--- src/bsalu_pkg.sv ---
package bsalu_pkg;

    localparam int DataW = 4;
    localparam int AddrW = 4;

    typedef enum logic [2:0] {
        SRC_AQ = 3'd0,
        SRC_AB = 3'd1,
        SRC_ZQ = 3'd2,
        SRC_ZB = 3'd3,
        SRC_ZA = 3'd4,
        SRC_DA = 3'd5,
        SRC_DQ = 3'd6,
        SRC_DZ = 3'd7
    } t_src;

    typedef enum logic [2:0] {
        FN_ADD   = 3'd0,
        FN_SUBR  = 3'd1,
        FN_SUBS  = 3'd2,
        FN_OR    = 3'd3,
        FN_AND   = 3'd4,
        FN_NOTRS = 3'd5,
        FN_EXOR  = 3'd6,
        FN_EXNOR = 3'd7
    } t_fn;

    typedef enum logic [2:0] {
        DST_QREG  = 3'd0,
        DST_NOP   = 3'd1,
        DST_RAMA  = 3'd2,
        DST_RAMF  = 3'd3,
        DST_RAMQD = 3'd4,
        DST_RAMD  = 3'd5,
        DST_RAMQU = 3'd6,
        DST_RAMU  = 3'd7
    } t_dst;

    typedef logic [DataW-1:0] t_nyb;

    typedef struct packed {
        t_nyb f;
        logic cy;
        logic ov;
    } t_alu_res;

    localparam t_nyb NybAll  = 4'hF;
    localparam t_nyb NybNone = 4'h0;

endpackage

--- src/bsalu_core.sv ---
module bsalu_core
    import bsalu_pkg::*;
(
    input  t_nyb     i_a,
    input  t_nyb     i_b,
    input  t_nyb     i_q,
    input  t_nyb     i_d,
    input  t_src     i_src,
    input  t_fn      i_fn,
    input  logic     i_c,
    output t_alu_res o_res
);

    function automatic logic look_c4(t_nyb x, t_nyb y, logic c);
        t_nyb p;
        t_nyb g;
        p = x | y;
        g = x & y;
        return g[3] | (p[3] & g[2]) | (p[3] & p[2] & g[1]) | (p[3] & p[2] & p[1] & g[0])
            | (p[3] & p[2] & p[1] & p[0] & c);
    endfunction

    function automatic logic look_c3(t_nyb x, t_nyb y, logic c);
        t_nyb p;
        t_nyb g;
        p = x | y;
        g = x & y;
        return g[2] | (p[2] & g[1]) | (p[2] & p[1] & g[0]) | (p[2] & p[1] & p[0] & c);
    endfunction

    function automatic logic xor_carry(t_nyb x, t_nyb y, logic c);
        t_nyb p;
        t_nyb g;
        p = x | y;
        g = x & y;
        return ~(g[3] | (p[3] & g[2]) | (p[3] & p[2] & g[1])
            | (p[3] & p[2] & p[1] & p[0] & g[0] & ~c));
    endfunction

    function automatic logic xor_ovr(t_nyb x, t_nyb y, logic c);
        t_nyb p;
        t_nyb g;
        logic lo;
        logic hi;
        p  = x | y;
        g  = x & y;
        lo = p[2] | (g[2] & p[1]) | (g[2] & g[1] & p[0]) | (g[2] & g[1] & g[0] & c);
        hi = p[3] | (g[3] & p[2]) | (g[3] & g[2] & p[1]) | (g[3] & g[2] & g[1] & p[0])
            | (g[3] & g[2] & g[1] & g[0] & c);
        return lo ^ hi;
    endfunction

    t_nyb r;
    t_nyb s;
    t_nyb nr;
    t_nyb ns;
    logic [DataW:0] sum;

    always_comb begin
        case (i_src)
            SRC_AQ, SRC_AB: r = i_a;
            SRC_ZQ, SRC_ZB, SRC_ZA: r = NybNone;
            default: r = i_d;
        endcase
        case (i_src)
            SRC_AQ, SRC_ZQ, SRC_DQ: s = i_q;
            SRC_AB, SRC_ZB: s = i_b;
            SRC_ZA, SRC_DA: s = i_a;
            default: s = NybNone;
        endcase
    end

    assign nr = ~r;
    assign ns = ~s;

    always_comb begin
        sum   = '0;
        o_res = '0;
        case (i_fn)
            FN_ADD: begin
                sum      = {1'b0, r} + {1'b0, s} + {{DataW{1'b0}}, i_c};
                o_res.f  = sum[DataW-1:0];
                o_res.cy = look_c4(r, s, i_c);
                o_res.ov = look_c3(r, s, i_c) ^ look_c4(r, s, i_c);
            end
            FN_SUBR: begin
                sum      = {1'b0, s} + {1'b0, nr} + {{DataW{1'b0}}, i_c};
                o_res.f  = sum[DataW-1:0];
                o_res.cy = look_c4(nr, s, i_c);
                o_res.ov = look_c3(nr, s, i_c) ^ look_c4(nr, s, i_c);
            end
            FN_SUBS: begin
                sum      = {1'b0, r} + {1'b0, ns} + {{DataW{1'b0}}, i_c};
                o_res.f  = sum[DataW-1:0];
                o_res.cy = look_c4(r, ns, i_c);
                o_res.ov = look_c3(r, ns, i_c) ^ look_c4(r, ns, i_c);
            end
            FN_OR: begin
                o_res.f  = r | s;
                o_res.cy = ((r | s) != NybAll) | i_c;
                o_res.ov = o_res.cy;
            end
            FN_AND: begin
                o_res.f  = r & s;
                o_res.cy = ((r & s) != NybNone) | i_c;
                o_res.ov = o_res.cy;
            end
            FN_NOTRS: begin
                o_res.f  = nr & s;
                o_res.cy = ((nr & s) != NybNone) | i_c;
                o_res.ov = o_res.cy;
            end
            FN_EXOR: begin
                o_res.f  = r ^ s;
                o_res.cy = xor_carry(nr, s, i_c);
                o_res.ov = xor_ovr(nr, s, i_c);
            end
            default: begin
                o_res.f  = ~(r ^ s);
                o_res.cy = xor_carry(r, s, i_c);
                o_res.ov = xor_ovr(r, s, i_c);
            end
        endcase
    end

endmodule

--- src/bit_slice_alu_with_register_file.sv ---
// A request is accepted at a clock edge that reads the register file and loads
// the execute stage; the ALU result then goes into the output register.
// Throughput: one request per cycle while o_stall is low; the register file has two
// read ports and one write port, and a write in the same cycle as a read of that
// entry is forwarded.
// Reset clears all registers and Q at once through per-entry valid bits.
module bit_slice_alu_with_register_file
    import bsalu_pkg::*;
#(
    parameter int NUM_REGS = 16
) (
    input  logic       i_clk,
    input  logic       i_rst_n,
    input  logic       i_valid,
    output logic       o_stall,
    input  logic [3:0] i_a_addr,
    input  logic [3:0] i_b_addr,
    input  logic [2:0] i_source_sel,
    input  logic [2:0] i_function_sel,
    input  logic [2:0] i_dest_sel,
    input  logic [3:0] i_data_in,
    input  logic       i_carry_in,
    input  logic       i_ram_lsb_in,
    input  logic       i_ram_msb_in,
    input  logic       i_q_lsb_in,
    input  logic       i_q_msb_in,
    output logic       o_valid,
    input  logic       i_stall,
    output logic [3:0] o_y_out,
    output logic       o_carry_out,
    output logic       o_overflow,
    output logic       o_f_msb,
    output logic       o_ram_lsb_out,
    output logic       o_ram_msb_out,
    output logic       o_q_lsb_out,
    output logic       o_q_msb_out,
    output logic       o_down_shift_drive,
    output logic       o_up_shift_drive
);

    localparam int AW = (NUM_REGS > 1) ? $clog2(NUM_REGS) : 1;
    localparam logic [AddrW:0] NREG = (AddrW + 1)'(NUM_REGS);

    // register file and per-entry valid bits
    t_nyb              r_mem [NUM_REGS];
    logic [NUM_REGS-1:0] r_vld;
    t_nyb              r_rd_a;
    t_nyb              r_rd_b;
    t_nyb              r_q;

    // last write, for a read issued at the same edge
    logic              r_fwd_v;
    logic [AW-1:0]     r_fwd_addr;
    t_nyb              r_fwd_data;

    // execute stage
    logic              r_s1v;
    logic              r_s1_a_ok;
    logic              r_s1_b_ok;
    logic [AW-1:0]     r_s1_a_idx;
    logic [AW-1:0]     r_s1_b_idx;
    t_src              r_s1_src;
    t_fn               r_s1_fn;
    t_dst              r_s1_dst;
    t_nyb              r_s1_d;
    logic              r_s1_c;
    logic              r_s1_rli;
    logic              r_s1_rmi;
    logic              r_s1_qli;
    logic              r_s1_qmi;

    // output register
    logic              r_ov;
    t_nyb              r_y;
    logic              r_cy;
    logic              r_ovr;
    logic              r_fmsb;
    logic              r_rlo;
    logic              r_rmo;
    logic              r_qlo;
    logic              r_qmo;
    logic              r_dn;
    logic              r_up;

    logic              out_free;
    logic              s1_fire;
    logic              load_s1;
    logic              a_ok;
    logic              b_ok;
    logic [AW-1:0]     a_idx;
    logic [AW-1:0]     b_idx;
    t_nyb              a_val;
    t_nyb              b_val;
    t_alu_res          res;
    logic              dn;
    logic              up;
    logic              we;
    t_nyb              wdata;
    t_nyb              n_q;
    t_nyb              n_y;

    assign out_free = !r_ov || !i_stall;
    assign s1_fire  = r_s1v && out_free;
    assign o_stall  = r_s1v && !out_free;
    assign load_s1  = i_valid && !o_stall;

    assign a_ok  = {1'b0, i_a_addr} < NREG;
    assign b_ok  = {1'b0, i_b_addr} < NREG;
    assign a_idx = i_a_addr[AW-1:0];
    assign b_idx = i_b_addr[AW-1:0];

    always_ff @(posedge i_clk) begin
        if (load_s1) begin
            r_rd_a <= r_mem[a_idx];
            r_rd_b <= r_mem[b_idx];
        end
        if (s1_fire && we) begin
            r_mem[r_s1_b_idx] <= wdata;
        end
    end

    // operand values: unwritten or out-of-range entries read as zero
    always_comb begin
        if (!r_s1_a_ok || !r_vld[r_s1_a_idx]) begin
            a_val = NybNone;
        end else if (r_fwd_v && r_fwd_addr == r_s1_a_idx) begin
            a_val = r_fwd_data;
        end else begin
            a_val = r_rd_a;
        end
        if (!r_s1_b_ok || !r_vld[r_s1_b_idx]) begin
            b_val = NybNone;
        end else if (r_fwd_v && r_fwd_addr == r_s1_b_idx) begin
            b_val = r_fwd_data;
        end else begin
            b_val = r_rd_b;
        end
    end

    bsalu_core u_core (
        .i_a   (a_val),
        .i_b   (b_val),
        .i_q   (r_q),
        .i_d   (r_s1_d),
        .i_src (r_s1_src),
        .i_fn  (r_s1_fn),
        .i_c   (r_s1_c),
        .o_res (res)
    );

    assign dn = (r_s1_dst == DST_RAMQD) || (r_s1_dst == DST_RAMD);
    assign up = (r_s1_dst == DST_RAMQU) || (r_s1_dst == DST_RAMU);
    assign we = r_s1_b_ok && (r_s1_dst != DST_QREG) && (r_s1_dst != DST_NOP);
    assign n_y = (r_s1_dst == DST_RAMA) ? a_val : res.f;

    always_comb begin
        case (r_s1_dst)
            DST_RAMQD, DST_RAMD: wdata = {r_s1_rmi, res.f[3:1]};
            DST_RAMQU, DST_RAMU: wdata = {res.f[2:0], r_s1_rli};
            default: wdata = res.f;
        endcase
        case (r_s1_dst)
            DST_QREG: n_q = res.f;
            DST_RAMQD: n_q = {r_s1_qmi, r_q[3:1]};
            DST_RAMQU: n_q = {r_q[2:0], r_s1_qli};
            default: n_q = r_q;
        endcase
    end

    always_ff @(posedge i_clk) begin
        if (!i_rst_n) begin
            r_vld   <= '0;
            r_q     <= NybNone;
            r_fwd_v <= 1'b0;
            r_s1v   <= 1'b0;
            r_ov    <= 1'b0;
        end else begin
            if (s1_fire) begin
                r_q <= n_q;
                if (we) begin
                    r_vld[r_s1_b_idx] <= 1'b1;
                end
            end
            if (load_s1) begin
                r_fwd_v <= s1_fire && we;
            end
            if (load_s1) begin
                r_s1v <= 1'b1;
            end else if (s1_fire) begin
                r_s1v <= 1'b0;
            end
            if (s1_fire) begin
                r_ov <= 1'b1;
            end else if (!i_stall) begin
                r_ov <= 1'b0;
            end
        end
    end

    always_ff @(posedge i_clk) begin
        if (load_s1) begin
            r_fwd_addr <= r_s1_b_idx;
            r_fwd_data <= wdata;
            r_s1_a_ok  <= a_ok;
            r_s1_b_ok  <= b_ok;
            r_s1_a_idx <= a_idx;
            r_s1_b_idx <= b_idx;
            r_s1_src   <= t_src'(i_source_sel);
            r_s1_fn    <= t_fn'(i_function_sel);
            r_s1_dst   <= t_dst'(i_dest_sel);
            r_s1_d     <= i_data_in;
            r_s1_c     <= i_carry_in;
            r_s1_rli   <= i_ram_lsb_in;
            r_s1_rmi   <= i_ram_msb_in;
            r_s1_qli   <= i_q_lsb_in;
            r_s1_qmi   <= i_q_msb_in;
        end
        // hold the result while stalled
        if (s1_fire) begin
            r_y    <= n_y;
            r_cy   <= res.cy;
            r_ovr  <= res.ov;
            r_fmsb <= res.f[3];
            r_rlo  <= dn & res.f[0];
            r_rmo  <= up & res.f[3];
            r_qlo  <= dn & r_q[0];
            r_qmo  <= up & r_q[3];
            r_dn   <= dn;
            r_up   <= up;
        end
    end

    assign o_valid            = r_ov;
    assign o_y_out            = r_y;
    assign o_carry_out        = r_cy;
    assign o_overflow         = r_ovr;
    assign o_f_msb            = r_fmsb;
    assign o_ram_lsb_out      = r_rlo;
    assign o_ram_msb_out      = r_rmo;
    assign o_q_lsb_out        = r_qlo;
    assign o_q_msb_out        = r_qmo;
    assign o_down_shift_drive = r_dn;
    assign o_up_shift_drive   = r_up;

endmodule
--- config.mk ---
export PLATFORM = sky130hd
export DESIGN_NAME = bit_slice_alu_with_register_file
export DESIGN_NICKNAME = d
export VERILOG_FILES = /design/src/bsalu_pkg.sv /design/src/bsalu_core.sv /design/src/bit_slice_alu_with_register_file.sv
export SDC_FILE = /design/constraint.sdc
export NUM_CORES = 1
export LEC_CHECK = 0
export ABC_AREA = 1
export BUFFER_PORTS_ARGS = -buffer_cell sky130_fd_sc_hd__buf_2
export CAP_MARGIN = 20
export CORE_AREA = 2 2 144 146
export CTS_CLUSTER_SIZE = 8
export DETAILED_ROUTE_END_ITERATION = 12
export DIE_AREA = 0 0 146 148
export GPL_ROUTABILITY_DRIVEN = 0
export GPL_TIMING_DRIVEN = 0
export PLACE_DENSITY_LB_ADDON = 0.05
export SYNTH_ARGS = -nofsm -noshare
export SYNTH_HDL_FRONTEND = slang
export SYNTH_SLANG_ARGS = --single-unit
--- constraint.sdc ---
create_clock -name i_clk -period 3.04 [get_ports i_clk]
set_input_delay 0.152 -clock i_clk [delete_from_list [all_inputs] [get_ports i_clk]]
set_output_delay 0.152 -clock i_clk [all_outputs]
set_load 0.005 [all_outputs]
==> impl_metrics.csv, run 1 <==
group,metric,value,unit
sta,fin_skew,0.0120,ns
grt,antenna_found_initial,0,
clock_network,root_buffer,"clkbuf_16",
yosys,syn_area,7860,sq um
die,die_h,148,um
sta,slew_violations,0,
die,die_area,21600,sq um
yosys,synthCells,924,
place,placedCellCount,1242,
sta,grt_setup_unrepaired,"true",
final_layout,diodes,0,
critical_path,end_kind,"flip-flop",
final_layout,final_cells,1346,
routing,dr.pass1.iters,5,
final_layout,fin_util,0.505,
final_layout,drive_gt1_frac,0.208,
sta,slew_headroom,0.468,
run_status,violations,"setup timing",
yosys,synth_nets,977,
place,place_ws,-1.26,ns
final_layout,area_growth,28.6,%
final_layout,fill_cells,1955,
sta,finalWorstSetupSlack,-0.572,ns
critical_path,cp_max_fo,9,
yosys,yosysUniqueCellTypes,38,
clock_network,cts_tree,"yes",
routing,vias_per_cell,5.27,
die,start_util,0.392,
grt,grt_overflow_total,0,
die,die_x,146,um
grt,track_usage,0.233,
grt,grt_pass1_wl,37900,um
pwr,max-vdd-ir-drop,399,uV
die,core,20000,sq um
sta,fin_crit_sh,1.19,
clock_network,clock_sinks,142,
clock_network,clk_path_buf_depth,2,
sta,hold_viol_final,0,
place,io_buffers,44,
sta,setup_tns,-37.74,ns
routing,drt_wl_total,24800,um
yosys,ys_ff_latch,142,
yosys,synth_warnings,0,
pwr,p_leak,4.26,nW
flow_run,maxCapViolations,0,
sta,period_needed,3.61,ns
sta,finalSetupViolCount,77,
sta,tightest_slew,0.789,ns
critical_path,crit_required,3.23,ns
die,fp-row-count,52,
yosys,yosysSeqAreaShare,0.513,
run_status,status,"finished, violations left",
die,pin_count,45,
grt,grt_max_degree,34,
final_layout,fin_nets,1116,
grt,grt_pass1_vias,6775,
clock_network,h-tree-depth,4,
yosys,avgSynthCellArea,8.51,sq um
hold_path,hold_path_class,"input pin to flip-flop",
critical_path,worstPathArrival,3.80,ns
routing,drc,0,
clock_network,cts_buffers,17,
routing,drt_iter0_drc,637,
clock_network,insertion_delay,0.44,ns
place,dpl.hpwl,17500,um
pwr,power_density,537,nW/um^2
critical_path,cp-start-kind,"flip-flop",
routing,vias,7096,
critical_path,crit_type,"flip-flop to flip-flop",
routing,routedWlPerCell,18.4,um
routing,drtAntennaViolNets,0,
sta,max_freq,277,MHz
clock_network,clk_pin_slew_worst_paths,0.07,ns
## cells by family after synthesis
kind of cell	Yosys count	share of synthesized area
XOR/XNOR	4	0.00446
buffers and inverters	178	0.0862
flip-flops	142	0.513
AND/OR/NAND/NOR	350	0.194
adder cells (fa/ha/maj)	23	0.0423
AO/OA/AOI/OAI	227	0.160
## per-layer routing
metal | routed length, um | vias to the layer above | global-route usage | part of all wire
met1 | 10400 | 3298 | 0.291 | 0.42
li1 | - | 3445 | - | -
met4 | 1100 | 0 | 0.119 | 0.044
met5 | 0 | - | 0 | 0
met3 | 1460 | 70 | 0.0444 | 0.059
met2 | 11800 | 283 | 0.385 | 0.48
## area by class of cell
type                            instances  area (sq um)  share of cell area
Multi-Input combinational cell        606          3530               0.349
Tap cell                              270           338              0.0334
Sequential cell                       142          4030               0.399
Clock buffer                           20           457              0.0451
Inverter                              151           567              0.0560
Buffer                                 27           121              0.0120
Clock inverter                         12           121              0.0120
Timing Repair Buffer                  118           952              0.0941
## metrics by stage
stage	power [mW]	cell area [sq um]	hold slack, ns
after CTS	5.39	9940	0.00883
final	5.43	10100	0.00651
after floorplan	2.81	7950	0.251
after global routing	5.64	10100	0.0128
after global placement	3.09	8510	0.330
after detailed placement	3.10	8560	0.330
## Yosys cell counts
cell	count	area (sq um)
xnor2_1	1	8.76
nor2_2	8	50.1
ha_1	17	213
o211ai_1	19	143
nand4_1	17	106
dfxtp_1	23	460
buf_4	1	7.51
nand2_1	165	619
o221ai_1	7	61.3
nand3_1	74	370
nand2_2	5	31.3
a21oi_2	1	8.76
o21ai_1	3	15.0
a21oi_1	91	455
nand3_2	1	10.0
nor3_4	1	16.3
buf_1	1	3.75
fa_1	6	120
o311ai_0	1	8.76
inv_1	146	548
nor3b_1	1	7.51
nand3b_1	3	22.5
o22ai_1	14	87.6
xor2_1	3	26.3
o31ai_1	2	15.0
a31oi_1	1	6.26
o21bai_1	1	7.51
edfxtp_1	119	3570
a21boi_0	1	7.51
nor2_1	65	244
clkbuf_1	20	75.1
a22oi_1	3	22.5
a211oi_1	1	7.51
o21ai_0	82	410
inv_2	4	15.0
clkinv_1	1	3.75
buf_2	5	25.0
nor3_1	10	50.1
## flip-flops by register name, summed over array words and instances (netlist names), 3 cells and up
| register | flops |
|---|---|
| r_s1_b_idx | 4 |
| r_s1_a_idx | 4 |
| r_fwd_data | 4 |
| r_fwd_addr | 4 |
| r_rd_a | 4 |
| r_s1_d | 4 |
| r_s1_fn | 3 |
| r_rd_b | 4 |
| r_s1_dst | 3 |
| r_q | 4 |
| r_s1_src | 3 |
| r_mem | 64 |
| r_vld | 16 |
| o_y_out | 4 |
## final timing paths
path	start	slack, ns	cells past startpoint	to
max	r_s1_b_idx[0]	-0.57	20	r_fwd_data[1]
min	i_stall	0.007	3	o_valid
max reg2reg	r_s1_b_idx[0]	-0.57	20	r_fwd_data[1]
min reg2reg	r_vld[4]	0.49	2	r_vld[4]
## cells in the final DEF (no fill, tap or decap), types with 7 or more instances in the layout
cell type	synthesis	final
nand2_1	165	150
inv_1	146	136
edfxtp_1	119	119
a21oi_1	91	83
o21ai_0	82	74
nand3_1	74	65
nor2_1	65	55
buf_2	5	48
buf_4	1	31
dlygate4sd3_1	0	26
dfxtp_1	23	23
clkbuf_1	20	21
o211ai_1	19	19
nand4_1	17	17
clkbuf_16	0	17
inv_2	4	14
nand2_2	5	14
o22ai_1	14	13
buf_6	0	13
nor2_2	8	12
ha_1	17	11
nor3_1	10	9
a21oi_2	1	8
o221ai_1	7	7
o21ai_1	3	7
nand3_2	1	7
## power by group
group	internal, mW	switching [mW]	leakage (nW)
clock network	1.19	0.915	0.291
logic	0.409	0.645	2.67
registers	2.23	0.0374	1.30
total	3.83	1.60	4.26
## timing repair
| action | CTS | global route |
|---|---|---|
| endpoints found under the hold margin | 28 | 0 |
| endpoints found under the setup margin | 81 | 80 |
| resized for setup | 56 | 38 |
| pin swaps | 23 | 20 |
| buffers inserted | 37 | 6 |
| hold buffers | 26 | 0 |
| cloned | 3 | 0 |
## worst max-delay path: stages (launching register included)
cell and delay, ns:
edfxtp_1 0.47, buf_6 0.17, nand2_4 0.07, inv_2 0.06
a22oi_2 0.14, nand2_1 0.12, a21oi_2 0.22, nand3_4 0.12
nand2_4 0.09, nor2_4 0.05, fa_2 0.36, inv_2 0.07
fa_2 0.42, nand2_1 0.08, o21ai_1 0.07, nor2_1 0.12
nand3_2 0.18, nand3_1 0.13, o211ai_1 0.09, buf_4 0.17
buf_8 0.14
(Power assumes the default switching activity.)
==> run 2, diff against run 1 <==
CELL_PAD_IN_SITES_DETAIL_PLACEMENT = 1   (was not set)
CELL_PAD_IN_SITES_GLOBAL_PLACEMENT = 1   (was not set)
SKIP_LAST_GASP = 1   (was not set)
==> run 2 against run 1 <==
The flow still finishes with violations (setup timing); largest cell class unchanged; highest routed layer unchanged; first-iteration DRC count down 40%; non-clock buffer count shrank 13; sequential cell count stayed put.
==> impl_metrics.csv, run 2 (synthesis gave the netlist of run 1 again) <==
group,metric,value,unit
final_layout,top_register,"r_mem",
final_layout,fill_cells,2394,
final_layout,area_growth,28.2,%
place,placedCellCount,1241,
pwr,max-vdd-ir-drop,422,uV
sta,max_freq,271,MHz
final_layout,final_cells,1333,
die,core,20000,sq um
final_layout,fin_nets,1103,
routing,routedWlPerCell,20.2,um
final_layout,multi_input_comb_area,3530,sq um
sta,hold_viol_final,0,
grt,track_usage,0.254,
final_layout,drive_gt1_frac,0.205,
routing,drtAntennaViolNets,0,
critical_path,cp-endpoint,"r_fwd_data[2]",
critical_path,crit_start,"r_s1_b_idx[0]",
critical_path,crit_type,"flip-flop to flip-flop",
sta,tightest_slew,0.960,ns
critical_path,end_kind,"flip-flop",
routing,vias,7181,
clock_network,cts_buffers,17,
clock_network,root_buffer,"clkbuf_16",
clock_network,cts_tree,"yes",
grt,grt_max_degree,43,
die,start_util,0.392,
die,die_h,148,um
final_layout,final_cell_mix,"nand2_1 (150), inv_1 (136), edfxtp_1 (119), a21oi_1 (82), o21ai_0 (75)",
final_layout,top_regs,"r_mem (64), r_vld (16)",
routing,drt_iter0_drc,382,
clock_network,h-tree-depth,4,
clock_network,clk_pin_slew_worst_paths,0.07,ns
clock_network,insertion_delay,0.43,ns
sta,finalWorstSetupSlack,-0.656,ns
routing,drt_wl_total,26900,um
sta,slew_violations,0,
sta,fin_skew,0.0120,ns
critical_path,reg2reg_to,"r_fwd_data[2]",
flow_run,maxCapViolations,0,
pwr,p_leak,4.24,nW
sta,slew_headroom,0.360,
grt,grt_pass1_wl,41500,um
hold_path,hold_path_class,"input pin to flip-flop",
die,die_area,21600,sq um
final_layout,largest_reg_flops,64,
routing,dr.pass1.iters,5,
clock_network,clock_sinks,142,
routing,drc,0,
final_layout,final_common_cell,"nand2_1",
sta,period_needed,3.70,ns
place,io_buffers,44,
clock_network,clk_path_buf_depth,2,
grt,grt_overflow_total,0,
run_status,status,"finished, violations left",
place,dpl.hpwl,19500,um
sta,fin_crit_sh,1.22,
critical_path,crit_required,3.21,ns
die,die_x,146,um
critical_path,worstPathArrival,3.87,ns
critical_path,r2r_cells,21,
critical_path,cp_max_fo,17,
sta,finalSetupViolCount,78,
pwr,power_density,564,nW/um^2
critical_path,r2r_start,"r_s1_b_idx[0]",
die,pin_count,45,
grt,antenna_found_initial,0,
run_status,violations,"setup timing",
grt,grt_pass1_vias,7433,
final_layout,diodes,0,
sta,grt_setup_unrepaired,"true",
die,fp-row-count,52,
final_layout,regArea,4030,sq um
critical_path,rrSetupSlack,-0.66,ns
critical_path,cp-start-kind,"flip-flop",
final_layout,fin_util,0.503,
routing,vias_per_cell,5.39,
run 2: cell types whose count changed in the layout (fill, tap and decap cells not counted), sizes merged:
| cell | before | now |
|---|---|---|
| buf | 99 | 88 |
| bufinv | 1 | 5 |
| inv | 159 | 155 |
| dlygate4sd3 | 26 | 23 |
| clkinv | 3 | 5 |
| clkbuf | 40 | 39 |
run 2: final cells by class:
type,count,area share
buffer,27,0.0117
clock buffer,18,0.0435
clock inverter,14,0.0226
inverter,151,0.0562
multi-input combinational,606,0.350
sequential,142,0.400
tap,270,0.0335
timing repair buffer,105,0.0821
run 2: critical path, stage by stage, from the launching register on:
cell and delay [ns]:
edfxtp_1 0.47, buf_4 0.18, buf_4 0.14, nand2_2 0.08, o22ai_1 0.08, nor2_1 0.17, nor2_2 0.07, nor2_4 0.16
nand3_2 0.11, nand2_2 0.09, nor2_4 0.06, fa_2 0.37, inv_2 0.08, fa_2 0.43, nand2_1 0.09, o21ai_2 0.05
nor2_1 0.11, nand3_2 0.17, buf_4 0.18, nand3_2 0.08, nand3_4 0.09, buf_12 0.16
run 2: power breakdown:
part           internal (mW)  total (mW)  switching [mW]
Clock                   1.50        2.35           0.858
Sequential              2.23        2.27          0.0383
Combinational          0.387        1.06           0.675
Total                   4.11        5.69            1.57
run 2: what timing repair did:
item / in CTS / in global routing
gates resized for setup: 38 / 51
endpoints found under the hold margin: 23 / 0
setup buffers: 22 / 12
pin swaps: 25 / 22
gates cloned: 3 / 0
endpoints found under the setup margin: 80 / 117
hold buffers: 23 / 0
run 2: stage by stage:
stage               setup slack [ns]  power, mW  setup TNS, ns  hold slack [ns]  cell area [sq um]
CTS                           -0.594       5.63         -39.57          0.00824               9810
finish                        -0.656       5.69         -44.72          0.00933              10100
floorplan                     -0.151       2.81          -5.78            0.251               7950
global placement               -1.57       3.09         -90.32            0.330               8510
detailed placement             -1.17       3.12         -72.24            0.330               8540
global route                  -0.839       5.90         -60.10           0.0100              10100
run 2: how the worst min path moves through the flow:
stage                         start             to  depth (start not counted)
floorplan               i_a_addr[0]  r_s1_a_idx[0]                          0
global placement         i_carry_in         r_s1_c                          1
detailed placement  i_source_sel[0]    r_s1_src[0]                          1
CTS                         i_rst_n         r_q[0]                          3
global route            i_b_addr[1]  r_s1_b_idx[1]                          1
finish                      i_rst_n         r_q[0]                          3
run 2: metal layers:
metal,vias to the layer above,GRT usage,part of all wire
li1,3414,-,-
met1,3524,0.307,0.42
met2,173,0.445,0.50
met3,70,0.0475,0.041
met4,0,0.112,0.041
met5,-,0,0
==> run 3, diff against run 2 <==
clock period = 4 ns   (was 3.04 ns; I/O delays follow)
==> run 3 against run 2 <==
The flow now finishes without violations; register-to-register slack better by 0.87 ns; combinational power shrank 37%; via count is 2.3% lower; final area fell by 5.3%; critical path depth down 1; clock-buffer cell count unchanged; highest routed layer unchanged.
==> impl_metrics.csv, run 3 (synthesis gave the netlist of run 1 again) <==
group,metric,value,unit
run_status,status,"finished, final reports clean",
sta,fin_skew,0.0111,ns
routing,dr.pass1.iters,6,
sta,tightest_slew,0.933,ns
place,io_buffers,44,
sta,fin_hold_ws,0.0418,ns
sta,slew_headroom,0.377,
critical_path,reg2reg_to,"r_fwd_data[0]",
routing,vias_per_cell,5.33,
critical_path,cpPeakStageDelay,0.50,ns
clock_network,clk_pin_slew_worst_paths,0.06,ns
clock_network,cts_buffers,17,
sta,fin_crit_sh,0.946,
grt,grt_overflow_total,0,
critical_path,crit_type,"flip-flop to flip-flop",
sta,setup_tns,0,ns
critical_path,cp_max_fo,10,
sta,finalSetupViolCount,0,
routing,drt_wl_total,25900,um
final_layout,diodes,0,
grt,track_usage,0.243,
clock_network,clk_path_buf_depth,2,
critical_path,critPathSlowestCell,"edfxtp_1",
final_layout,postLayoutCellArea,9550,sq um
routing,drtAntennaViolNets,0,
pwr,power_density,425,nW/um^2
critical_path,crit_start,"r_s1_a_idx[0]",
critical_path,r2r_start,"r_s1_a_idx[0]",
sta,period_needed,3.78,ns
final_layout,drive_gt1_frac,0.140,
pwr,max-vdd-ir-drop,318,uV
final_layout,final_cell_mix,"nand2_1 (162), inv_1 (143), edfxtp_1 (119), a21oi_1 (88), o21ai_0 (81)",
die,die_x,146,um
sta,grt_setup_unrepaired,"true",
sta,finalWorstSetupSlack,0.217,ns
clock_network,cts_tree,"yes",
grt,grt_pass1_vias,7267,
critical_path,r2r_cells,20,
critical_path,cp-start-kind,"flip-flop",
final_layout,fin_util,0.477,
die,fp-row-count,52,
final_layout,regArea,4030,sq um
place,dpl_cell_area,8450,sq um
clock_network,insertion_delay,0.42,ns
routing,drc,0,
sta,hold_viol_final,0,
routing,drt_iter0_drc,403,
pwr,total_power,4.06,mW
critical_path,rrSetupSlack,0.22,ns
grt,grt_max_degree,43,
critical_path,end_kind,"flip-flop",
place,dpl.hpwl,19400,um
die,start_util,0.392,
die,core,20000,sq um
die,die_h,148,um
clock_network,h-tree-depth,4,
clock_network,clock_sinks,142,
place,placedCellCount,1241,
routing,routedWlPerCell,19.7,um
critical_path,crit_required,4.17,ns
pwr,p_leak,4.04,nW
hold_path,hold_path_class,"input pin to flip-flop",
grt,antenna_found_initial,0,
final_layout,fin_nets,1085,
clock_network,root_buffer,"clkbuf_16",
final_layout,fill_cells,2428,
grt,grt_pass1_wl,40000,um
final_layout,final_cells,1315,
critical_path,cp-endpoint,"r_fwd_data[0]",
die,die_area,21600,sq um
final_layout,largest_reg_flops,64,
final_layout,area_growth,21.4,%
routing,vias,7015,
critical_path,crit_chain,"buf_6 -> a21oi_1 -> o21ai_0 -> nand3_1 -> nand3b_1 -> nand2_4 -> nor2_4 -> nand2_1 -> o21ai_2 -> fa_2 -> inv_1 -> fa_1 -> nand2_1 -> o21ai_0 -> nor2_1 -> nand3_2 -> nand3_1 -> o211ai_1 -> buf_4 -> buf_6",
critical_path,worstPathArrival,3.95,ns
sta,max_freq,264,MHz
hold_path,min-delay-start,"i_valid",
final_layout,top_register,"r_mem",
flow_run,maxCapViolations,0,
final_layout,multi_input_comb_area,3240,sq um
final_layout,top_regs,"r_mem (64), r_vld (16)",
place,place_ws,-0.691,ns
sta,slew_violations,0,
die,pin_count,45,
final_layout,final_common_cell,"nand2_1",
## run 3: cell type report
cell class              count  share of cell area
flip-flops and latches    142               0.422
multi-input cells         604               0.340
repair buffers             89              0.0672
inverters                 151              0.0593
clock buffers              18              0.0449
well taps                 270              0.0354
clock inverters            14              0.0191
plain buffers              27              0.0121
## run 3: layer usage
| metal | share of wire | GRT usage | wire, um |
|---|---|---|---|
| met1 | 0.43 | 0.292 | 11100 |
| met2 | 0.50 | 0.435 | 12900 |
| met3 | 0.033 | 0.0383 | 867 |
| met4 | 0.039 | 0.100 | 999 |
| met5 | 0 | 0 | 0 |
## run 3: critical path, delay by kind of cell, from the launching register on
family | cells | cell delay (ns)
flops | 1 | 0.50
buf+inv | 4 | 0.65
simple gates | 9 | 1.00
compound gates | 5 | 0.58
fa+ha+maj | 2 | 0.81
## run 3: repair_timing
action	4_1_cts	5_1_grt
resized for setup	12	17
hold endpoints to repair	22	0
setup buffers	5	15
endpoints found under the setup margin	65	65
hold buffers	22	0
pin swaps	3	10
## run 3: worst min-delay path by stage
stage | to | slack, ns | cells past startpoint
final | r_fwd_v | 0.04 | 3
after global routing | r_s1_a_idx[1] | 0.05 | 1
after CTS | r_fwd_v | 0.03 | 3
after detailed placement | r_s1_src[1] | 0.38 | 1
after global placement | r_s1_src[1] | 0.38 | 1
after floorplan | r_s1_a_idx[0] | 0.30 | 0
## run 3: power by group
part           internal (mW)  switching (mW)
Sequential              1.70          0.0304
Clock                  0.995           0.668
Combinational          0.224           0.444
